`src/hdl/wildcard_byte_pattern_scanner_assert.svh`:
```
// Assertion macros for the wildcard byte pattern scanner.
// Included by the RTL files that carry concurrent checks; no dependencies.
`ifndef WILDCARD_BYTE_PATTERN_SCANNER_ASSERT_SVH
`define WILDCARD_BYTE_PATTERN_SCANNER_ASSERT_SVH

`ifndef ASSERT_OFF
// Same-cycle implication, disabled during reset
`define WBPS_ASSERT(name, clk, rst_n, ante, cons, msg) \
	name: assert property (@(posedge clk) disable iff (!rst_n) (ante) |-> (cons)) \
		else $error(msg);
// Next-cycle implication, disabled during reset
`define WBPS_ASSERT_NEXT(name, clk, rst_n, ante, cons, msg) \
	name: assert property (@(posedge clk) disable iff (!rst_n) (ante) |=> (cons)) \
		else $error(msg);
`else
`define WBPS_ASSERT(name, clk, rst_n, ante, cons, msg)
`define WBPS_ASSERT_NEXT(name, clk, rst_n, ante, cons, msg)
`endif

`endif

```
`src/hdl/wbps_pkg.sv`:
```
// Shared constants, types and helpers for the wildcard byte pattern scanner.
// No dependencies.
package wbps_pkg;

	// Sizing
	localparam int MAX_PATTERN       = 16;
	localparam int OFFSET_BITS       = 32;
	localparam int REG_PATTERN_BYTES = 16;
	localparam int PATTERN_CAP       = (MAX_PATTERN < REG_PATTERN_BYTES) ?
		MAX_PATTERN : REG_PATTERN_BYTES;
	localparam int LEN_BITS          = $clog2(PATTERN_CAP + 1);
	localparam int WIN_IDX_BITS      = (MAX_PATTERN > 1) ? $clog2(MAX_PATTERN) : 1;
	localparam int MATCH_OFFSET_BITS = 32;

	// Configuration port
	localparam int CFG_DATA_BITS  = 64;
	localparam int CFG_INDEX_BITS = 2;
	localparam int CFG_LEN_BITS   = 5;
	localparam int CARE_BITS      = 16;

	localparam logic [CFG_INDEX_BITS-1:0] REG_PATTERN_LOW  = 2'd0;
	localparam logic [CFG_INDEX_BITS-1:0] REG_PATTERN_HIGH = 2'd1;
	localparam logic [CFG_INDEX_BITS-1:0] REG_CARE_MASK    = 2'd2;
	localparam logic [CFG_INDEX_BITS-1:0] REG_PATTERN_LEN  = 2'd3;

	localparam logic [CARE_BITS-1:0]    CARE_MASK_RESET   = '1;
	localparam logic [CFG_LEN_BITS-1:0] PATTERN_LEN_RESET = 5'd1;

	localparam logic [OFFSET_BITS-1:0] COUNT_MAX = '1;

	typedef logic [7:0]             byte_t;
	typedef logic [LEN_BITS-1:0]    len_t;
	typedef logic [OFFSET_BITS-1:0] count_t;

	// Length in use: zero reads as one, anything above the cap is clamped
	function automatic len_t effective_length(input logic [CFG_LEN_BITS-1:0] raw);
		len_t len;
		if (raw == '0) begin
			len = len_t'(1);
		end else if (32'(raw) > PATTERN_CAP) begin
			len = len_t'(PATTERN_CAP);
		end else begin
			len = len_t'(raw);
		end
		return len;
	endfunction

endpackage

```
`src/hdl/wbps_if.sv`:
```
// Stream interfaces for the wildcard byte pattern scanner: byte input, result output.
// Depends on wbps_pkg.
interface wbps_in_if;
	logic                 valid;
	logic                 ready;
	wbps_pkg::byte_t      data_byte;
	logic                 last_byte;

	modport source (output valid, output data_byte, output last_byte, input ready);
	modport sink   (input valid, input data_byte, input last_byte, output ready);
endinterface

interface wbps_out_if;
	logic                                     valid;
	logic                                     ready;
	logic                                     found;
	logic [wbps_pkg::MATCH_OFFSET_BITS-1:0]   match_offset;

	modport source (output valid, output found, output match_offset, input ready);
	modport sink   (input valid, input found, input match_offset, output ready);
endinterface

```
`src/hdl/wildcard_byte_pattern_scanner.sv`:
```
// Wildcard byte pattern scanner: sliding window compare against a masked pattern.
// An input beat passes the input register, then the result register, on its way to the result beat.
// Throughput: one byte per cycle while the result side does not stall; the window compare is a single registered pass.
// Reset (arst_n low, async): config returns to defaults, region count, match flag and valids clear.
// Depends on wbps_pkg, wbps_if and wildcard_byte_pattern_scanner_assert.svh.
`include "wildcard_byte_pattern_scanner_assert.svh"

module wildcard_byte_pattern_scanner (
	input  logic                                   clk,
	input  logic                                   arst_n,
	input  logic                                   cfg_we,
	input  logic [wbps_pkg::CFG_INDEX_BITS-1:0]    cfg_index,
	input  logic [wbps_pkg::CFG_DATA_BITS-1:0]     cfg_wdata,
	wbps_in_if.sink                                in_ch,
	wbps_out_if.source                             out_ch
);

	// Configuration registers
	logic [63:0]                           pat_low_q;
	logic [63:0]                           pat_high_q;
	logic [wbps_pkg::CARE_BITS-1:0]        care_q;
	logic [wbps_pkg::CFG_LEN_BITS-1:0]     len_cfg_q;

	// Input stage
	logic                                  valid_s1;
	wbps_pkg::byte_t                       data_s1;
	logic                                  last_s1;

	// Region state
	wbps_pkg::byte_t                       window_q [wbps_pkg::MAX_PATTERN];
	wbps_pkg::count_t                      count_q;
	logic                                  match_done_q;

	// Result register
	logic                                  out_valid_q;
	logic                                  out_found_q;
	logic [wbps_pkg::MATCH_OFFSET_BITS-1:0] out_offset_q;

	// Compare path
	wbps_pkg::byte_t                       win_next [wbps_pkg::MAX_PATTERN];
	wbps_pkg::count_t                      count_next;
	wbps_pkg::count_t                      start_pos;
	wbps_pkg::len_t                        len_eff;
	logic [127:0]                          pat_all;
	logic                                  window_ok;
	logic                                  hit;
	logic                                  emit;
	logic                                  adv;

	// Config write decode
	always_ff @(posedge clk or negedge arst_n) begin
		if (!arst_n) begin
			pat_low_q  <= '0;
			pat_high_q <= '0;
			care_q     <= wbps_pkg::CARE_MASK_RESET;
			len_cfg_q  <= wbps_pkg::PATTERN_LEN_RESET;
		end else if (cfg_we) begin
			unique case (cfg_index)
				wbps_pkg::REG_PATTERN_LOW:  pat_low_q  <= cfg_wdata[63:0];
				wbps_pkg::REG_PATTERN_HIGH: pat_high_q <= cfg_wdata[63:0];
				wbps_pkg::REG_CARE_MASK:    care_q     <= cfg_wdata[wbps_pkg::CARE_BITS-1:0];
				wbps_pkg::REG_PATTERN_LEN:  len_cfg_q  <= cfg_wdata[wbps_pkg::CFG_LEN_BITS-1:0];
				default: ;
			endcase
		end
	end

	// Stage 1 moves on when the result register is free or being drained
	assign adv          = valid_s1 && (!out_valid_q || out_ch.ready);
	assign in_ch.ready  = !valid_s1 || adv;

	always_ff @(posedge clk or negedge arst_n) begin
		if (!arst_n) begin
			valid_s1 <= 1'b0;
		end else if (in_ch.valid && in_ch.ready) begin
			valid_s1 <= 1'b1;
		end else if (adv) begin
			valid_s1 <= 1'b0;
		end
	end

	always_ff @(posedge clk) begin
		if (in_ch.valid && in_ch.ready) begin
			data_s1 <= in_ch.data_byte;
			last_s1 <= in_ch.last_byte;
		end
	end

	// Shifted window, saturating count and masked compare
	assign len_eff = wbps_pkg::effective_length(len_cfg_q);
	assign pat_all = {pat_high_q, pat_low_q};

	always_comb begin
		win_next[0] = data_s1;
		for (int i = 1; i < wbps_pkg::MAX_PATTERN; i++) begin
			win_next[i] = window_q[i-1];
		end
	end

	assign count_next = (count_q == wbps_pkg::COUNT_MAX) ? count_q
		: count_q + wbps_pkg::count_t'(1);
	assign start_pos  = count_next - wbps_pkg::count_t'(len_eff);

	// Pattern byte k lines up with window slot len-1-k (slot 0 is newest)
	always_comb begin
		logic [wbps_pkg::WIN_IDX_BITS-1:0] slot;
		window_ok = 1'b1;
		for (int k = 0; k < wbps_pkg::PATTERN_CAP; k++) begin
			slot = wbps_pkg::WIN_IDX_BITS'(32'(len_eff) - 32'd1 - k);
			if ((k < 32'(len_eff)) && care_q[k] && (win_next[slot] != pat_all[8*k +: 8])) begin
				window_ok = 1'b0;
			end
		end
	end

	assign hit  = !match_done_q && (count_next >= wbps_pkg::count_t'(len_eff)) && window_ok;
	assign emit = hit || (last_s1 && !match_done_q);

	// Region state update
	always_ff @(posedge clk) begin
		if (adv && !match_done_q) begin
			window_q <= win_next;
		end
	end

	always_ff @(posedge clk or negedge arst_n) begin
		if (!arst_n) begin
			count_q      <= '0;
			match_done_q <= 1'b0;
		end else if (adv) begin
			if (last_s1) begin
				count_q      <= '0;
				match_done_q <= 1'b0;
			end else if (!match_done_q) begin
				count_q      <= count_next;
				match_done_q <= hit;
			end
		end
	end

	// Result register
	always_ff @(posedge clk or negedge arst_n) begin
		if (!arst_n) begin
			out_valid_q <= 1'b0;
		end else if (adv && emit) begin
			out_valid_q <= 1'b1;
		end else if (out_ch.ready) begin
			out_valid_q <= 1'b0;
		end
	end

	always_ff @(posedge clk) begin
		if (adv && emit) begin
			out_found_q  <= hit;
			out_offset_q <= hit ? wbps_pkg::MATCH_OFFSET_BITS'(start_pos) : '0;
		end
	end

	assign out_ch.valid        = out_valid_q;
	assign out_ch.found        = out_found_q;
	assign out_ch.match_offset = out_offset_q;

	// Checks
	`WBPS_ASSERT(a_miss_offset_zero, clk, arst_n, out_valid_q && !out_found_q,
		out_offset_q == '0, "miss result carries a nonzero offset")
	`WBPS_ASSERT(a_match_reported, clk, arst_n, $rose(match_done_q),
		out_valid_q && out_found_q, "match flagged without a found result")
	`WBPS_ASSERT_NEXT(a_accept_lands, clk, arst_n, in_ch.valid && in_ch.ready,
		valid_s1, "accepted beat did not land in the input register")

endmodule

```
`src/flat_wrapper.sv`:
```
// flat-port wrapper written by rule: the top's interface ports become plain ports
module wildcard_byte_pattern_scanner_flat 
  (clk, arst_n, cfg_we, cfg_index, cfg_wdata, in_ch_valid, in_ch_data_byte, in_ch_last_byte, in_ch_ready, out_ch_valid, out_ch_found, out_ch_match_offset, out_ch_ready);
  wbps_in_if in_ch_i ();
  wbps_out_if out_ch_i ();
  input  logic clk;
  input  logic arst_n;
  input  logic cfg_we;
  input  logic [wbps_pkg::CFG_INDEX_BITS-1:0] cfg_index;
  input  logic [wbps_pkg::CFG_DATA_BITS-1:0] cfg_wdata;
  input wire logic [$bits(in_ch_i.valid)-1:0] in_ch_valid;
  input wire logic [$bits(in_ch_i.data_byte)-1:0] in_ch_data_byte;
  input wire logic [$bits(in_ch_i.last_byte)-1:0] in_ch_last_byte;
  output wire logic [$bits(in_ch_i.ready)-1:0] in_ch_ready;
  output wire logic [$bits(out_ch_i.valid)-1:0] out_ch_valid;
  output wire logic [$bits(out_ch_i.found)-1:0] out_ch_found;
  output wire logic [$bits(out_ch_i.match_offset)-1:0] out_ch_match_offset;
  input wire logic [$bits(out_ch_i.ready)-1:0] out_ch_ready;
  assign in_ch_i.valid = in_ch_valid;
  assign in_ch_i.data_byte = in_ch_data_byte;
  assign in_ch_i.last_byte = in_ch_last_byte;
  assign in_ch_ready = in_ch_i.ready;
  assign out_ch_valid = out_ch_i.valid;
  assign out_ch_found = out_ch_i.found;
  assign out_ch_match_offset = out_ch_i.match_offset;
  assign out_ch_i.ready = out_ch_ready;
  wildcard_byte_pattern_scanner u_core (.clk(clk), .arst_n(arst_n), .cfg_we(cfg_we), .cfg_index(cfg_index), .cfg_wdata(cfg_wdata), .in_ch(in_ch_i), .out_ch(out_ch_i));
endmodule
```
`config.mk`:
```
export PLATFORM = sky130hd
export DESIGN_NAME = wildcard_byte_pattern_scanner_flat
export DESIGN_NICKNAME = d
export VERILOG_FILES = /design/src/hdl/wbps_pkg.sv /design/src/hdl/wbps_if.sv /design/src/hdl/wildcard_byte_pattern_scanner.sv /design/src/flat_wrapper.sv
export VERILOG_INCLUDE_DIRS = /design/src /design/src/hdl
export SDC_FILE = /design/constraint.sdc
export NUM_CORES = 1
export LEC_CHECK = 0
export BUFFER_PORTS_ARGS = -buffer_cell sky130_fd_sc_hd__buf_4
export CAP_MARGIN = 20
export CORE_MARGIN = 4
export CORE_UTILIZATION = 35
export CTS_CLUSTER_DIAMETER = 30
export DETAILED_ROUTE_END_ITERATION = 10
export HOLD_SLACK_MARGIN = 0.12
export SLEW_MARGIN = 20
export SYNTH_ARGS = -nofsm -noshare
export SYNTH_HDL_FRONTEND = slang
export SYNTH_SLANG_ARGS = --single-unit
export TNS_END_PERCENT = 20
```
`constraint.sdc`:
```
create_clock -name clk -period 19.7 [get_ports clk]
set_input_delay 1.97 -clock clk [delete_from_list [all_inputs] [get_ports clk]]
set_output_delay 1.97 -clock clk [all_outputs]
set_load 0.01 [all_outputs]
```
==> impl_metrics.ini, run 1 <==
[status]
status = complete, no violations

[grt]
grt_pass1_vias = 20000
antenna_found_initial = 5
grt_start_max_net_pins = 102
grt_overflow = 0
grtUsageTotal = 0.227
grt_pass1_wl_um = 129000

[sta]
hold_slack_ns = 0.525
period_minus_slack_ns = 11.36
rsz0062_at_grt = false
drv_slew = 0
final.setup_skew_ns = 0.0378
setup_viol = 0
relSlewSlack = 0.234
finalHoldViolCount = 0
setup-tns-final_ns = 0
worst_slew_pin_slew_ns = 1.14
max_clock_freq_mhz = 88.1
final.period_utilization = 0.576

[detailed_routing]
dr.pass1.iters = 7
antenna_left = 0
drt-vias-per-instance = 6.57
wirelength_um = 86100
first_iter_violations = 3094
drc = 0
wire_per_inst_um = 27.5
vias = 20600

[synthesis]
synth_cells = 2127
synth_fp_nets = 2225
synthArstFlopShare = 0.532
avgSynthCellArea_um2 = 11.3
synth_area_um2 = 24000
synth_seq_cells = 346
yosysSeqAreaShare = 0.395
synthFlopType = dfrtp_1
synth_cell_type_count = 82
ys_warn_count = 0
synth_edf_count = 162

[clocking]
htree_levels = 3
clock-root-buffer = clkbuf_16
clkTransAtPathRegs_ns = 0.05
cts_tree = done
clock_latency_ns = 0.64
clock-sinks = 346
clk_path_buf_depth = 3
cts_hold_buf = 0
cts_buffers = 92
ctsResizeCount = 0
cts_setup_buffers = 0

[final_layout]
fillers = 6216
drive_gt1_frac = 0.289
nNetsFinal = 2280
final_cell_area_um2 = 28900
syn2layout_area_growth_pct = 20.6

[hold_path]
min_path_cells = 0
hp-start = u_core.win_next[10]$_DFFE_PP_
whs_endpoint = u_core.win_next[2]$_DFFE_PP_
hold_class = register to register

[power_and_ir_drop]
ir_drop_v = 0.0000973
p_seq_frac = 0.221
power.leakage_nw = 10.6
power_density_nw_per_um2 = 154
power_frac_comb = 0.419
power.clock.fraction = 0.361
power_mw = 4.46
p_sw_mw = 1.68
swShare = 0.375
intPower_mw = 2.79

[worst_setup_path]
critPathMaxFanout = 69
reg2regPathDepth = 21
cp-end-kind = register
reg2reg_to = u_core.out_ch.match_offset[7]$_SDFFCE_PN0P_
reg2reg_slack_ns = 8.34
critPathLaunchType = register
cp_data_required_time_ns = 19.97
arrival_ns = 11.62
crit_type = register to register
reg2reg_from = u_core.len_cfg_q[1]$_DFFE_PN0P_

[floorplan]
rows = 95
die-width_um = 270
die-area_um2 = 72800
die_h_um = 270
io_pins = 115
start_util = 0.356
coreArea_um2 = 67500

[placed_design]
dpl_cell_area_um2 = 25500
place_hpwl_um = 59500
place_congestion = 0.946
port_buffers = 114

[run]
max-cap-violations = 0
state kept, by name, summed over array words and instances (netlist names):
signal,cells
u_core.data_s1,8
u_core.count_q,32
u_core.match_done_q,1
u_core.care_q,16
u_core.len_cfg_q,5
u_core.pat_low_q,64
u_core.out_ch.valid,1
u_core.out_ch.match_offset,32
u_core.win_next,120
u_core.valid_s1,1
u_core.pat_high_q,64
u_core.last_s1,1
u_core.out_ch.found,1
metrics by stage:
stage / worst slack [ns] / instances / utilization
2_1_floorplan: 10.52 / 2127 / -
3_3_place_gp: 8.80 / 2960 / 0.378
3_5_place_dp: 8.43 / 2960 / 0.378
4_1_cts: 8.40 / 3132 / 0.428
5_1_grt: 7.57 / 3134 / 0.429
6_report: 8.34 / 3134 / 0.429
worst max-delay path: stages (launching register included):
cell       delay [ns]
dfrtp_4          0.72
or4_2            0.72
buf_4            0.41
nand2_8          0.60
inv_4            0.36
ha_1             0.36
xnor2_2          0.79
clkinv_1         0.92
ha_1             0.59
or3b_2           0.49
a22o_1           0.22
a31oi_1          0.71
nor2_1           0.48
a21boi_0         0.25
or3_1            0.31
a2111oi_0        0.60
a21oi_1          0.20
or4_1            0.55
nor4_2           0.32
buf_4            0.26
a32o_1           0.55
buf_4            0.42
placed cells by master (no fill, tap or decap), types with 27 or more instances in the layout:
master / n
nor3_1: 45
a41oi_1: 54
o2111ai_1: 36
o21ai_0: 56
nor2_1: 63
o211ai_1: 41
xnor2_1: 88
a21oi_1: 43
mux2_2: 150
clkbuf_16: 98
nand2_1: 86
inv_1: 27
nand3_1: 86
nor4bb_1: 53
mux4_2: 142
nand4_1: 108
buf_4: 147
and3_1: 27
edfxtp_1: 162
xor2_1: 86
a31oi_1: 111
nor4_1: 62
dfrtp_1: 165
layout make-up:
type	instances	area, µm²	area share
multi-input combinational	1558	13700	0.474
timing repair buffer	150	1150	0.0397
sequential	346	9500	0.328
inverter	34	130	0.00450
antenna	1	2.50	0.0000865
tap	873	1090	0.0377
clock inverter	58	802	0.0277
clock buffer	114	2550	0.0882
power groups by stage:
stage / sequential [mW] / clock [mW] / combinational, mW
floorplan: 0.945 / 0 / 1.34
global route: 0.993 / 1.67 / 1.97
global placement: 0.987 / 0 / 1.79
finish: 0.985 / 1.61 / 1.87
CTS: 0.982 / 1.63 / 1.84
detailed placement: 0.991 / 0 / 1.83
Yosys cell counts, types with 7 or more instances:
library cell | instances | area (µm²)
dfrtp_1 | 167 | 4180
edfxtp_1 | 162 | 4860
clkbuf_1 | 152 | 571
mux2_2 | 150 | 1690
mux4_2 | 142 | 3200
a31oi_1 | 111 | 694
nand4_1 | 108 | 676
xnor2_1 | 89 | 780
nand2_1 | 87 | 327
nand3_1 | 86 | 430
xor2_1 | 86 | 753
nor2_1 | 64 | 240
nor4_1 | 64 | 400
o21ai_0 | 56 | 280
a41oi_1 | 54 | 473
nor4bb_1 | 53 | 531
nor3_1 | 47 | 235
a21oi_1 | 43 | 215
o211ai_1 | 41 | 308
o2111ai_1 | 36 | 315
inv_1 | 28 | 105
and3_1 | 27 | 169
mux2i_1 | 26 | 260
a22oi_1 | 18 | 135
buf_2 | 17 | 85.1
dfstp_2 | 17 | 447
ha_1 | 17 | 213
o31ai_1 | 16 | 120
buf_1 | 11 | 41.3
and2_1 | 10 | 62.6
or4_1 | 9 | 67.6
nand2b_1 | 8 | 50.1
a21boi_0 | 7 | 52.6
worst max-delay path by stage:
stage	from	endpoint	depth (start not counted)
floorplan	out_ch_ready	u_core.count_q[31]$_DFFE_PN0P_	8
global placement	u_core.len_cfg_q[1]$_DFFE_PN0P_	u_core.out_ch.match_offset[4]$_SDFFCE_PN0P_	21
global route	u_core.len_cfg_q[1]$_DFFE_PN0P_	u_core.out_ch.match_offset[13]$_SDFFCE_PN0P_	21
CTS	u_core.len_cfg_q[1]$_DFFE_PN0P_	u_core.out_ch.match_offset[7]$_SDFFCE_PN0P_	21
detailed placement	u_core.len_cfg_q[1]$_DFFE_PN0P_	u_core.out_ch.match_offset[6]$_SDFFCE_PN0P_	21
finish	u_core.len_cfg_q[1]$_DFFE_PN0P_	u_core.out_ch.match_offset[7]$_SDFFCE_PN0P_	21
cells by family after synthesis:
logic type | count (synthesis) | share of synthesized area
AND/OR/NAND/NOR | 601 | 0.147
AO/OA/AOI/OAI | 445 | 0.132
flip-flops | 346 | 0.395
multiplexers | 318 | 0.214
buffers and inverters | 223 | 0.0377
XOR/XNOR | 176 | 0.0645
adder cells (fa/ha/maj) | 18 | 0.00970
per-layer routing:
| layer | vias up | share of wire | global-route usage |
|---|---|---|---|
| li1 | 8754 | - | - |
| met1 | 10300 | 0.37 | 0.281 |
| met2 | 1262 | 0.48 | 0.374 |
| met3 | 291 | 0.089 | 0.0475 |
| met4 | 6 | 0.063 | 0.123 |
| met5 | - | 0.00045 | 0 |
No activity file was read; power rests on OpenSTA's default activity.
==> inputs of run 2 (changes only) <==
==> constraint.sdc (replaced) <==
create_clock -name clk -period 11.05 [get_ports clk]
set_input_delay 1.105 -clock clk [delete_from_list [all_inputs] [get_ports clk]]
set_output_delay 1.105 -clock clk [all_outputs]
set_load 0.01 [all_outputs]
==> impl_metrics.ini, run 2 (synthesis results as in run 1) <==
[status]
status = complete, no violations

[power_and_ir_drop]
power_density_nw_per_um2 = 271
p_sw_mw = 2.99
power_mw = 7.82
power.clock.fraction = 0.347
swShare = 0.382
ir_drop_v = 0.000129
p_seq_frac = 0.224
power_frac_comb = 0.429
power.leakage_nw = 10.6
intPower_mw = 4.84

[final_layout]
drive_gt1_frac = 0.290
nNetsFinal = 2285
final_cell_area_um2 = 28800
diodes = 0
final_cells = 3140
layout_commonest_cell = dfrtp_1
final_cell_mix = dfrtp_1 (165), edfxtp_1 (162), buf_4 (151)
syn2layout_area_growth_pct = 20.2
fin_util = 0.427
largest_register_ffs = 120

[worst_setup_path]
cp-end-kind = register
critPathMostFrequentCell = buf_4
critPathMaxFanout = 55
path_cells = or4_2, buf_4, nand2_8, inv_4, ha_1, xnor2_2, clkinv_1, ha_1, or3b_2, a22o_1, a31oi_1, nor2_1, a21boi_0, or3_1, a2111oi_0, a21oi_1, or4_1, nor4_2, buf_4, a32o_1, buf_4
cp_data_required_time_ns = 11.30
crit_type = register to register
arrival_ns = 9.54
slowest_delay_ns = 0.67
cpMaxStageDelayCell = or4_2
critPathLaunchType = register

[grt]
grt_pass1_vias = 20000
grtUsageTotal = 0.227
grt_overflow = 0
antenna_found_initial = 6
grt_pass1_wl_um = 129000
grt_start_max_net_pins = 85

[sta]
rsz0062_at_grt = false
max_clock_freq_mhz = 108
period_minus_slack_ns = 9.30
final.period_utilization = 0.841
relSlewSlack = 0.236
final.setup_skew_ns = 0.0302
setup-tns-final_ns = 0
worst_slew_pin_slew_ns = 1.14
finalHoldViolCount = 0
hold_slack_ns = 0.442
setup_ws_ns = 1.75
drv_slew = 0
setup_viol = 0

[clocking]
cts_setup_buffers = 0
cts_tree = done
clock-root-buffer = clkbuf_16
clock_latency_ns = 0.64
clk_path_buf_depth = 3
ctsResizeCount = 0
clock-sinks = 346
cts_hold_buf = 0
clkTransAtPathRegs_ns = 0.04
htree_levels = 3
cts_buffers = 92

[run]
max-cap-violations = 0

[floorplan]
die_h_um = 270
die-area_um2 = 72800
rows = 95
start_util = 0.356
die-width_um = 270
coreArea_um2 = 67500
io_pins = 115

[placed_design]
place_congestion = 0.916
place_hpwl_um = 60100
dpl_cell_area_um2 = 25600
place_inst = 2965
port_buffers = 114
pre_cts_ws_ns = 1.81

[detailed_routing]
first_iter_violations = 2864
dr.pass1.iters = 6
vias = 20700
antenna_left = 0
drt-vias-per-instance = 6.58
wirelength_um = 86000
wire_per_inst_um = 27.4
drc = 0

[hold_path]
hold_class = input pin to async pin
## run 2: metal layers
metal  share of wire  vias up  GRT usage
met5          0.0010        -          0
met4           0.055       14      0.110
met3           0.096      263     0.0589
met2            0.48     1273      0.376
met1            0.36    10300      0.277
li1                -     8764          -
## run 2: worst max-delay path: cells and delay by family (launching register included)
kind | cells | cell delay (ns)
DFF | 1 | 0.58
AOI/OAI and AO/OA | 6 | 2.06
and+or+nand+nor | 7 | 3.26
xor gates and xnor gates | 1 | 0.17
buffers and inverters | 5 | 1.89
adders and majority gates | 2 | 0.92
## run 2: worst paths after layout
| check | cells past startpoint | to | slack, ns | from |
|---|---|---|---|---|
| hold reg to reg | 1 | u_core.pat_low_q[28]$_DFFE_PN0P_ | 0.52 | u_core.pat_low_q[28]$_DFFE_PN0P_ |
| setup reg to reg | 21 | u_core.out_ch.match_offset[31]$_SDFFCE_PN0P_ | 1.75 | u_core.len_cfg_q[1]$_DFFE_PN0P_ |
| min in group clk | 1 | u_core.pat_low_q[28]$_DFFE_PN0P_ | 0.52 | u_core.pat_low_q[28]$_DFFE_PN0P_ |
| hold / removal | 1 | u_core.valid_s1$_DFFE_PN0P_ | 0.44 | arst_n |
| setup / recovery | 21 | u_core.out_ch.match_offset[31]$_SDFFCE_PN0P_ | 1.75 | u_core.len_cfg_q[1]$_DFFE_PN0P_ |
| max in group asynchronous | 2 | u_core.len_cfg_q[1]$_DFFE_PN0P_ | 9.21 | arst_n |
## run 2: power groups by stage
stage / sequential [mW] / clock (mW) / combinational (mW)
3_3_place_gp: 1.75 / 0 / 3.21
5_1_grt: 1.76 / 2.83 / 3.54
4_1_cts: 1.74 / 2.75 / 3.30
2_1_floorplan: 1.69 / 0 / 2.39
3_5_place_dp: 1.76 / 0 / 3.28
6_report: 1.75 / 2.72 / 3.36
## run 2: cell type report
type | instances | area, µm²
clock buffer | 122 | 2600
clock inverter | 52 | 596
fill | 6305 | 38700
inverter | 34 | 130
multi-input combinational | 1558 | 13700
sequential | 346 | 9500
tap | 873 | 1090
timing repair buffer | 155 | 1210
